File: src/design/assert_macros.svh
// ---------------------------------------------------------------------------
// assertion macros
// shared property wrappers for the bounding box block
// ---------------------------------------------------------------------------
`ifndef ASSERT_MACROS_SVH
`define ASSERT_MACROS_SVH

// same-cycle implication, gated off while reset is low
`define AAC_ASSERT_IMP(lbl, clk, rstn, ante, cons, msg) \
    lbl: assert property (@(posedge clk) disable iff (!rstn) (ante) |-> (cons)) \
        else $error(msg);

// next-cycle implication, gated off while reset is low
`define AAC_ASSERT_NXT(lbl, clk, rstn, ante, cons, msg) \
    lbl: assert property (@(posedge clk) disable iff (!rstn) (ante) |=> (cons)) \
        else $error(msg);

`endif

File: src/design/aac_pkg.sv
// ---------------------------------------------------------------------------
// aac_pkg
// types, widths, codes and helpers for the 3-D bounding box block
// ---------------------------------------------------------------------------
`default_nettype none

package aac_pkg;

    // coordinate format, signed fixed point
    localparam int COORD_BITS = 32;
    localparam int FRAC_BITS  = 16;
    localparam int AXES       = 3;

    // derived widths
    localparam int EDGE_BITS  = COORD_BITS + 1;
    localparam int SUM_BITS   = COORD_BITS + 2;
    localparam int PROD_BITS  = 2 * COORD_BITS + 1;
    localparam int SCLQ_BITS  = PROD_BITS - FRAC_BITS;
    localparam int SAT_BITS   = SCLQ_BITS + 1;
    localparam int LEFT_BITS  = EDGE_BITS + FRAC_BITS + 1;
    localparam int RIGHT_BITS = SUM_BITS + COORD_BITS;
    localparam int HI_BITS    = SUM_BITS - COORD_BITS;
    localparam int OP_BITS    = 3;
    localparam int REL_BITS   = 2;

    // stream payload layout
    localparam int IN_FIELD_BITS  = (2 * AXES + 1) * COORD_BITS;
    localparam int IN_DATA_BITS   = ((IN_FIELD_BITS + 7) / 8) * 8;
    localparam int SCALAR_LSB     = 2 * AXES * COORD_BITS;
    localparam int OUT_FIELD_BITS = 2 * AXES * COORD_BITS + 1 + REL_BITS + 1 + 2 * EDGE_BITS;
    localparam int OUT_DATA_BITS  = ((OUT_FIELD_BITS + 7) / 8) * 8;
    localparam int OUT_PAD_BITS   = OUT_DATA_BITS - OUT_FIELD_BITS;

    typedef logic signed [COORD_BITS-1:0] coord_t;
    typedef logic signed [EDGE_BITS-1:0]  edge_t;
    typedef logic signed [SUM_BITS-1:0]   sum_t;
    typedef logic signed [PROD_BITS-1:0]  prod_t;
    typedef logic signed [SCLQ_BITS-1:0]  sclq_t;
    typedef logic signed [SAT_BITS-1:0]   satin_t;

    localparam coord_t CMAX = {1'b0, {(COORD_BITS-1){1'b1}}};
    localparam coord_t CMIN = {1'b1, {(COORD_BITS-1){1'b0}}};

    // operation codes carried on the input user field
    typedef enum logic [OP_BITS-1:0] {
        OP_CLEAR  = 3'd0,
        OP_SPHERE = 3'd1,
        OP_BOX    = 3'd2,
        OP_GROW   = 3'd3,
        OP_MOVE   = 3'd4,
        OP_SCALE  = 3'd5,
        OP_CMP    = 3'd6
    } op_t;

    // compare outcome
    typedef enum logic [REL_BITS-1:0] {
        REL_OUTSIDE = 2'd0,
        REL_INSIDE  = 2'd1,
        REL_CROSS   = 2'd2
    } rel_t;

    // scale sequencer
    typedef enum logic [1:0] {
        SCL_IDLE = 2'd0,
        SCL_MUL  = 2'd1,
        SCL_SUM  = 2'd2,
        SCL_FIN  = 2'd3
    } scl_state_t;

    // control from the top level to every lane
    typedef struct packed {
        op_t  op;
        logic holds;
        logic other_ok;
        logic upd;
        logic fin;
        logic scl_start;
        logic scl_mul;
        logic scl_sum;
        logic s2_ld;
        logic s3_ld;
    } lane_ctrl_t;

    // what one lane hands the merging stage
    typedef struct packed {
        coord_t cmin;
        coord_t cmax;
        edge_t  edge_len;
        logic   apart;
        logic   enclosed;
        logic   close;
    } lane_res_t;

    // one result, packed in stream order (lowest field last)
    typedef struct packed {
        edge_t                  shortest_edge;
        edge_t                  longest_edge;
        logic                   similar;
        rel_t                   relation;
        logic                   box_valid;
        coord_t [AXES-1:0]      cmax;
        coord_t [AXES-1:0]      cmin;
    } result_t;

    // clamp a wide signed value to the coordinate range
    function automatic coord_t sat_coord(input satin_t v);
        coord_t r;
        if (!v[SAT_BITS-1] && (|v[SAT_BITS-2:COORD_BITS-1])) begin
            r = CMAX;
        end
        else if (v[SAT_BITS-1] && !(&v[SAT_BITS-2:COORD_BITS-1])) begin
            r = CMIN;
        end
        else begin
            r = v[COORD_BITS-1:0];
        end
        return r;
    endfunction

endpackage

`default_nettype wire

File: src/design/aac_merge.sv
// ---------------------------------------------------------------------------
// aac_merge
// combines the three lanes into one result and holds the output register
// ---------------------------------------------------------------------------
`default_nettype none

module aac_merge (
    input  logic                                  clk,
    input  logic                                  ld,
    input  logic                                  holds,
    input  logic                                  cmp,
    input  aac_pkg::lane_res_t [aac_pkg::AXES-1:0] lane_res,
    output aac_pkg::result_t                      res
);
    import aac_pkg::*;

    result_t res_reg, res_next;
    edge_t   emax, emin;
    logic    any_apart, all_encl, all_close;

    // longest and shortest edge over the axes
    always_comb
    begin
        emax = lane_res[0].edge_len;
        emin = lane_res[0].edge_len;
        for (int i = 1; i < AXES; i++)
        begin
            if (lane_res[i].edge_len > emax)
            begin
                emax = lane_res[i].edge_len;
            end
            if (lane_res[i].edge_len < emin)
            begin
                emin = lane_res[i].edge_len;
            end
        end
    end

    // relation and similarity flags
    always_comb
    begin
        any_apart = 1'b0;
        all_encl  = 1'b1;
        all_close = 1'b1;
        for (int i = 0; i < AXES; i++)
        begin
            any_apart = any_apart | lane_res[i].apart;
            all_encl  = all_encl & lane_res[i].enclosed;
            all_close = all_close & lane_res[i].close;
        end
    end

    // assemble the result
    always_comb
    begin
        for (int i = 0; i < AXES; i++)
        begin
            res_next.cmin[i] = lane_res[i].cmin;
            res_next.cmax[i] = lane_res[i].cmax;
        end
        res_next.box_valid     = holds;
        res_next.longest_edge  = holds ? emax : '0;
        res_next.shortest_edge = holds ? emin : '0;
        res_next.similar       = cmp && all_close;
        if (!cmp || any_apart)
        begin
            res_next.relation = REL_OUTSIDE;
        end
        else if (all_encl)
        begin
            res_next.relation = REL_INSIDE;
        end
        else
        begin
            res_next.relation = REL_CROSS;
        end
    end

    // output register
    always_ff @(posedge clk)
    begin
        if (ld)
        begin
            res_reg <= res_next;
        end
    end

    assign res = res_reg;

endmodule

`default_nettype wire

File: config.mk
export PLATFORM = sky130hd
export DESIGN_NAME = aac_merge
export DESIGN_NICKNAME = d
export VERILOG_FILES = /design/src/design/assert_macros.svh /design/src/design/aac_pkg.sv /design/src/design/aac_merge.sv
export SDC_FILE = /design/constraint.sdc
export NUM_CORES = 1
export LEC_CHECK = 0
export BUFFER_PORTS_ARGS = -buffer_cell sky130_fd_sc_hd__buf_2
export CORE_AREA = 2 2 220 222
export DETAILED_ROUTE_END_ITERATION = 12
export DIE_AREA = 0 0 222 224
export HOLD_SLACK_MARGIN = 0.03
export PLACE_DENSITY = 0.5
export SYNTH_ARGS = -nofsm -noshare
export SYNTH_HDL_FRONTEND = slang
export SYNTH_SLANG_ARGS = --single-unit
File: constraint.sdc
create_clock -name clk -period 12.1 [get_ports clk]
set_clock_uncertainty 0.15 [all_clocks]
set_input_delay 2.42 -clock clk [delete_from_list [all_inputs] [get_ports clk]]
set_output_delay 2.42 -clock clk [all_outputs]
set_load 0.03 [all_outputs]
# Word-level counts from Yosys, hierarchy flattened
# Index checks and enable logic that the tools add are counted.
# Widths: inputs -> output; s select.
[op_classes]
mux = 5
order_cmp = 4
bitwise = 6
reduce_logical = 3
[op_table]
columns = ["op", "count"]
rows = [
  ["$mux 33", 4],
  ["$gt 33x33->1", 2],
  ["$lt 33x33->1", 2],
  ["$and 1x1->1", 4],
  ["$mux 2", 1],
  ["$or 1x1->1", 2],
  ["$logic_and 1x1->1", 1],
  ["$logic_not 1->1", 1],
  ["$logic_or 1x1->1", 1],
]
[word_totals]
register_bits = 262
in_bits = 304

# Longest topological paths before layout
# Gate-level depths: netlist (run 1).
[logic_depth]
ltp_word = 4
depth_mapped = 21
ltp_nobuf = 18

# Worst setup path before layout (run 1)
# Ideal clock, no wire load.
[synth_timing]
path_kind = "input port to flip-flop"
start = "in lane_res[35] (netlist bit)"
end = "reg res_reg, in the netlist res[218], data pin"
stages = 20
setup_time_ps = 272
slack_ps = 4649
t_required_ps = 11678
arrival_ps = 7029
path_cell_list = "inv_1 > ha_1 > nand4_1 > or4_4 > nand3b_4 > o221a_1 > nand3_1 > o2bb2ai_1 > buf_4 > mux2i_1 > ha_1 > nor2b_1 > o21a_1 > o21a_1 > o21ai_0 > a2111oi_0 > o41ai_1 > a21o_1 > buf_1 > a211oi_1"
[synth_via]
elab_chain_len = 4
[synth_lines]
columns = ["item", "line_no", "source"]
rows = [
  ["from (decl)", "aac_merge.sv:12", "input aac_pkg::lane_res_t [aac_pkg::AXES-1:0] lane_res,"],
  ["$gt 33x33->1", "aac_merge.sv:28", "if (lane_res[i].edge_len > emax)"],
  ["$mux 33 *", "aac_merge.sv:28", ""],
  ["$gt 33x33->1", "aac_merge.sv:28", ""],
  ["$mux 33 *", "aac_merge.sv:28", ""],
  ["to (signal assigned)", "aac_merge.sv:84", "res_reg <= res_next;"],
  ["to (decl)", "aac_merge.sv:17", "result_t res_reg, res_next;"],
]
# Every way passes the cells marked *; elsewhere a longest branch is shown, timed or not.
# A chain may end at the register's enable or synchronous reset.

# Worst setup path after layout (run 1)
[layout_timing]
start = "in lane_res[118] (netlist bit)"
end = "reg res_reg, in the netlist res[220], data pin"
# Same word-level chain as after synthesis.

==> metrics.cfg, run 1 <==
[routing]
routed.top_layer = met5
via_per_inst = 4.86
drt_pre_antenna_iters = 5
wl_met1_um = 22700
ant_nets = 0
route.met3.wl_um = 3950
wl_per_cell_um = 26.2
drc = 0
drt_wl_total_um = 56100
wl_met2_um = 28300
routed-via-count = 10400
drt_iter0_drc = 667

[power]
switchingPower_mw = 0.925
vdd_drop_max_mv = 0.0722
p_leak_nw = 7.65
switching_share_pct = 32.6
intPower_mw = 1.92
total_power_mw = 2.84
comb_power_share_pct = 25.1
p_per_area_mw_per_mm2 = 166
seq_power_share_pct = 39.8
clkPwrFrac_pct = 35.0

[cts]
cts.clk_slew.worst_paths_ns = 0.06
cts_resized = 0
cts.root.buffer_cell = clkbuf_16
cts_made_buffers = 34
cts_setup_buffers = 0
htree_levels = 2
cts_tree = done
clock_sinks = 262
clk_path_buf_depth = 3
cts_hold_buf = 0

[synthesis]
synth_edf_count = 262
syn-mean-instance-area_um2 = 13.6
synth_ff_type = edfxtp_1
yosys_warnings = 0
synth_nets = 1322
ys_seq_elements = 262
async_flop_share_pct = 0
syn-instance-count = 920
syn-cell-area_mm2 = 0.0125
synth.distinct_cells = 51
ys_seq_area_share_pct = 63.1

[setup_path]
crit_chain = buf_2 > ha_1 > nand4_1 > nor4_1 > nand3b_4 > o221a_1 > nand3_2 > o2bb2ai_4 > buf_4 > mux2i_1 > ha_1 > a21o_1 > a21o_1 > a21o_1 > a21oi_1 > o21ai_0 > nor4_2 > buf_4 > a211oi_1 > a211oi_1
critical_path.max_fanout = 34
criticalPathCategory = input pin to flop
critPathCaptureType = flop
cp_common_cell = a21o_1
start_kind = input pin
critPathArrivalTime_ns = 8.14
crit_slowest_cell = nor4_1
critPathMaxStageDelay_ns = 0.80
crit_required_ns = 12.24

[timing]
tightest_slew_ns = 1.14
fin_hold_ws_ns = 1.90
final.setup.worst_slack_ns = 4.10
period_minus_slack_ns = 8.00
setup_tns_ns = 0
slew_violations = 0
hold_violations = 0
relSlewSlack_pct = 24.0
max_freq_ghz = 0.125
grt_setup_unrepaired = no
setup_viol = 0
finalCritPeriodShare_pct = 66.1

[floorplan]
num_rows = 80
initial_core_util_pct = 26.3
core_area_mm2 = 0.0473
fp.dieH_um = 224
io-pin-count = 566
die_w_um = 222
die_area_mm2 = 0.0497

[global_routing]
antenna_found_initial = 20
grt_pass1_wl_um = 77200
gr-usage-all-layers_pct = 21.8
grt_max_degree = 123
grt_pass1_vias = 10500
grt-ovfl-total = 0

[placed_design]
placed_area_mm2 = 0.0160
placed_cells = 2070
dp_hpwl_um = 44600
preCtsSetupSlack_ns = 3.50
port-buffer-count = 565
gp_congestion = 0.903

[final_layout]
multi_input_area_mm2 = 0.00430
fillers = 4758
largest_register_ffs = 262
drive_above_1_share_pct = 42.4
fin_nets = 1893
stdcell_count = 2137
fin_area_mm2 = 0.0171
fin_util_pct = 36.2
seq_area_mm2 = 0.00787
area_growth_pct = 37.3

[job]
drv_cap = 0

[outcome]
status = finished, final reports clean

[hold_path]
hp-class = input pin to flop

-- logic make-up after synthesis --
| group | share of synthesized area, % |
|---|---|
| AOI/OAI and AO/OA | 11.1 |
| adders and majority gates | 9.83 |
| buffers and inverters | 2.84 |
| DFF | 63.1 |
| muxes | 5.32 |
| and+or+nand+nor | 7.83 |
-- layout by cell type, fill, tap and decap left out, types with 2 or more instances in the layout --
cell type,n
nor2b_1,5
clkinvlp_4,4
o211ai_1,2
buf_2,564
and4_1,5
diode_2,5
nand2_1,59
mux2i_1,64
nor3_1,6
nor2_1,45
nand4_1,16
nor4_1,3
ha_1,98
clkinv_1,4
a221oi_1,4
nand3_1,10
o21a_1,3
bufinv_16,3
a31oi_1,2
o21ai_0,36
buf_4,13
o21ai_1,8
clkinv_2,9
edfxtp_1,262
a21o_1,16
and3_1,34
a211oi_1,65
a21oi_1,61
clkbuf_1,5
inv_6,2
inv_1,42
a211o_1,5
clkbuf_16,34
-- worst paths after layout --
path          start       end  slack, ns  cells past startpoint
min    lane_res[64]  res[124]       1.90                      1
max   lane_res[118]  res[220]       4.10                     20
-- layout make-up --
cell class | count | area share, %
inverters | 42 | 0.921
repair buffers | 578 | 17.1
flip-flops and latches | 262 | 45.9
clock inverters | 23 | 1.25
clock buffers | 39 | 5.08
diodes | 5 | 0.0731
multi-input cells | 573 | 25.1
well taps | 615 | 4.49
-- routing by layer --
layer / GRT usage (%) / vias up
li1: - / 4753
met1: 26.7 / 5111
met2: 38.5 / 437
met3: 5.46 / 65
met4: 4.77 / 14
met5: 0 / -
-- worst max-delay path: cells and delay by family --
family,cells,cell delay (ns)
compound gates,9,1.82
simple gates,5,1.71
buf+inv,3,1.17
fa+ha+maj,2,0.65
mux,1,0.36
-- power groups by stage --
stage	clock, mW	combinational (mW)	sequential, mW
floorplan	0	0.259	1.32
global placement	0	0.718	1.15
detailed placement	0	0.722	1.15
CTS	1.03	0.724	1.13
global route	1.06	0.768	1.14
finish	0.996	0.714	1.13
-- synthesized netlist by cell type (all sizes together) (2+ instances only) --
cell type	count	area, µm²
nand2	59	221
a211oi	65	488
mux2i	64	641
mux2	2	22.5
nand4	16	100
buf	9	68.8
nor3	6	30.0
o21ai	45	225
nor2b	5	31.3
a211o	5	43.8
a221oi	4	35.0
edfxtp	262	7870
clkbuf	34	128
nor4	5	46.3
ha	98	1230
and4	5	43.8
a21o	16	120
nand3	11	55.1
a31oi	2	12.5
a21oi	61	305
nor2	45	169
and3	34	213
o21a	3	22.5
o211ai	2	15.0
inv	42	158
(Power assumes the default switching activity.)
==> inputs of run 2 (changes only) <==
--- a/config.mk
+++ b/config.mk
@@ -5,10 +5,11 @@
 export SDC_FILE = /design/constraint.sdc
 export NUM_CORES = 1
 export LEC_CHECK = 0
+export ABC_AREA = 1
 export BUFFER_PORTS_ARGS = -buffer_cell sky130_fd_sc_hd__buf_2
-export CORE_AREA = 2 2 220 222
+export CORE_AREA = 2 2 219 221
 export DETAILED_ROUTE_END_ITERATION = 12
-export DIE_AREA = 0 0 222 224
+export DIE_AREA = 0 0 221 223
 export HOLD_SLACK_MARGIN = 0.03
 export PLACE_DENSITY = 0.5
 export SYNTH_ARGS = -nofsm -noshare
==> constraint.sdc (replaced) <==
create_clock -name clk -period 8.03 [get_ports clk]
set_clock_uncertainty 0.15 [all_clocks]
set_input_delay 1.606 -clock clk [delete_from_list [all_inputs] [get_ports clk]]
set_output_delay 1.606 -clock clk [all_outputs]
set_load 0.03 [all_outputs]
==> metrics.cfg, run 2 <==
[global_routing]
grt_max_degree = 166  ; +35%
gr-usage-all-layers_pct = 20.2  ; -1.6 points
antenna_found_initial = 18  ; -10%
grt_pass1_wl_um = 72100  ; -6.6%
grt-ovfl-total = 0  ; unchanged
grt_pass1_vias = 10200  ; -2.8%

[power]
intPower_mw = 2.85  ; +49%
p_leak_nw = 7.65  ; about the same
switching_share_pct = 33.4  ; +0.84 points
switchingPower_mw = 1.43  ; +54%
seq_power_share_pct = 39.9  ; about the same
p_per_area_mw_per_mm2 = 253  ; +53%
comb_power_share_pct = 26.0  ; +0.9 points
total_power_mw = 4.28  ; +50%
vdd_drop_max_mv = 0.154  ; +110%
clkPwrFrac_pct = 34.2  ; -0.8 points

[placed_design]
placed_cells = 2201  ; +6.3%
gp_congestion = 0.877  ; -2.8%
port-buffer-count = 565  ; unchanged
dp_hpwl_um = 41600  ; -6.8%

[timing]
relSlewSlack_pct = 40.4  ; +16 points
slew_violations = 0  ; unchanged
tightest_slew_ns = 0.894  ; -0.246 ns
setup_tns_ns = 0  ; unchanged
hold_violations = 0  ; unchanged
setup_viol = 0  ; unchanged
max_freq_ghz = 0.144
finalCritPeriodShare_pct = 86.2
period_minus_slack_ns = 6.92
grt_setup_unrepaired = no

[setup_path]
cp_common_cell = nand2_1
crit_required_ns = 8.15  ; -4.09 ns
start_kind = input pin
critPathMaxStageDelay_ns = 0.59  ; -0.21 ns
critical_path.max_fanout = 48  ; +41%
critPathCaptureType = flop
critPathArrivalTime_ns = 7.04  ; -1.10 ns
crit_slowest_cell = nor4_1
criticalPathCategory = input pin to flop

[job]
drv_cap = 0  ; unchanged

[floorplan]
io-pin-count = 566  ; unchanged
initial_core_util_pct = 26.2  ; -0.15 points
num_rows = 80  ; unchanged
die_area_mm2 = 0.0493  ; -0.89%
core_area_mm2 = 0.0471  ; -0.42%
die_w_um = 221  ; -0.45%
fp.dieH_um = 223  ; -0.45%

[cts]
clk_path_buf_depth = 3  ; unchanged
cts_hold_buf = 0  ; unchanged
cts.clk_slew.worst_paths_ns = 0.06  ; about the same
cts_resized = 0  ; unchanged
htree_levels = 2  ; unchanged
cts_made_buffers = 34  ; unchanged
clock_sinks = 262  ; unchanged
cts.root.buffer_cell = clkbuf_16
cts_tree = done
cts_setup_buffers = 0  ; unchanged

[synthesis]
yosys_warnings = 0  ; unchanged
synth_edf_count = 262  ; unchanged
syn-cell-area_mm2 = 0.0123  ; -1.0%
synth_top_cell_area_share_pct = 63.7  ; +0.64 points
synth.distinct_cells = 33  ; -35%
synth_nets = 1452  ; +9.8%
syn-instance-count = 1050  ; +14%
syn-mean-instance-area_um2 = 11.8  ; -13%
synth_ff_type = edfxtp_1
async_flop_share_pct = 0  ; unchanged
yosys.area.top_type = edfxtp_1
synth_common_cells = edfxtp_1 (262), nand2_1 (171), nor2_1 (114)
synthTopCellsByArea = edfxtp_1 (64%), ha_1 (9.9%), nand2_1 (5.2%), nor2_1 (3.5%), a21oi_1 (3.1%)
ys_seq_elements = 262  ; unchanged
yosysMostFrequentCell = edfxtp_1
ys_seq_area_share_pct = 63.7  ; +0.64 points

[routing]
routed-via-count = 10400  ; -0.22%
ant_nets = 0  ; unchanged
drt_wl_total_um = 51800  ; -7.6%
drc = 0  ; unchanged
drt_pre_antenna_iters = 7  ; +2
wl_per_cell_um = 22.9  ; -13%
via_per_inst = 4.57  ; -5.8%
drt_iter0_drc = 536  ; -20%

[final_layout]
area_growth_pct = 36.8
drive_above_1_share_pct = 41.6  ; -0.81 points
final_cell_mix = buf_2 (564), edfxtp_1 (262), nand2_1 (170), nor2_1 (114), ha_1 (98)
mostFrequentLayoutCell = buf_2
fin_nets = 2024  ; +6.9%
stdcell_count = 2264  ; +5.9%
largest_register_ffs = 262  ; unchanged

[hold_path]
min_to = res[144]
min_path_cells = 1  ; unchanged
min_from = lane_res[152]
hp-class = input pin to flop

[outcome]
status = finished, final reports clean

==> run 2: routing by layer <==
metal	global-route usage (%)	share of wire (%)
met2	36.3	51
met5	0	0.14
met1	24.4	40
met3	4.58	6.3
met4	5.07	2.4
==> run 2: power groups by stage <==
stage	sequential, mW	clock [mW]	combinational (mW)
global placement	1.73	0	1.12
floorplan	2.00	0	0.431
finish	1.70	1.46	1.11
detailed placement	1.73	0	1.13
global route	1.72	1.55	1.21
CTS	1.71	1.51	1.13
==> run 2: worst max path at each step <==
stage | to | slack (ns) | start
2_1_floorplan | res[208] | 2.60 | lane_res[35]
3_3_place_gp | res[207] | 0.63 | lane_res[15]
3_5_place_dp | res[220] | 0.56 | lane_res[15]
4_1_cts | res[207] | 1.10 | lane_res[15]
5_1_grt | res[196] | 0.58 | lane_res[15]
6_report | res[207] | 1.11 | lane_res[15]
==> run 2: cell type report <==
class                           count  area, µm²
Clock inverter                     17        143
Inverter                           86        323
Clock buffer                       42        902
Fill cell                        4778      30300
Antenna cell                        4       10.0
Tap cell                          615        769
Timing Repair Buffer              571       2920
Sequential cell                   262       7870
Multi-Input combinational cell    667       3950
==> run 2: logic make-up (layout without fill, tap and decap cells) <==
logic type               Yosys count  after routing  share of synthesized area, %
AO/OA/AOI/OAI                    196            196                          9.09
adder cells (fa/ha/maj)           98             98                          9.93
buffers and inverters            121            716                          4.28
flip-flops                       262            262                          63.7
other                              0              4                             0
AND/OR/NAND/NOR                  373            373                          13.0
==> run 2: worst max-delay path, delay by kind of cell <==
family,cells,cell delay [ns]
compound gates,4,0.79
buf+inv,7,1.01
fa+ha+maj,2,0.64
simple gates,17,2.93
==> run 2: per-stage QoR <==
stage          util, %  hold WS [ns]  area, µm²  setup WS (ns)
6_report          35.8          1.10      16900           1.11
5_1_grt           35.8          1.07      16900          0.583
4_1_cts           35.8          1.07      16900           1.10
3_5_place_dp      33.6          1.63      15800          0.558
3_3_place_gp      33.6          1.63      15800          0.631
2_1_floorplan        -          1.55      12300           2.60
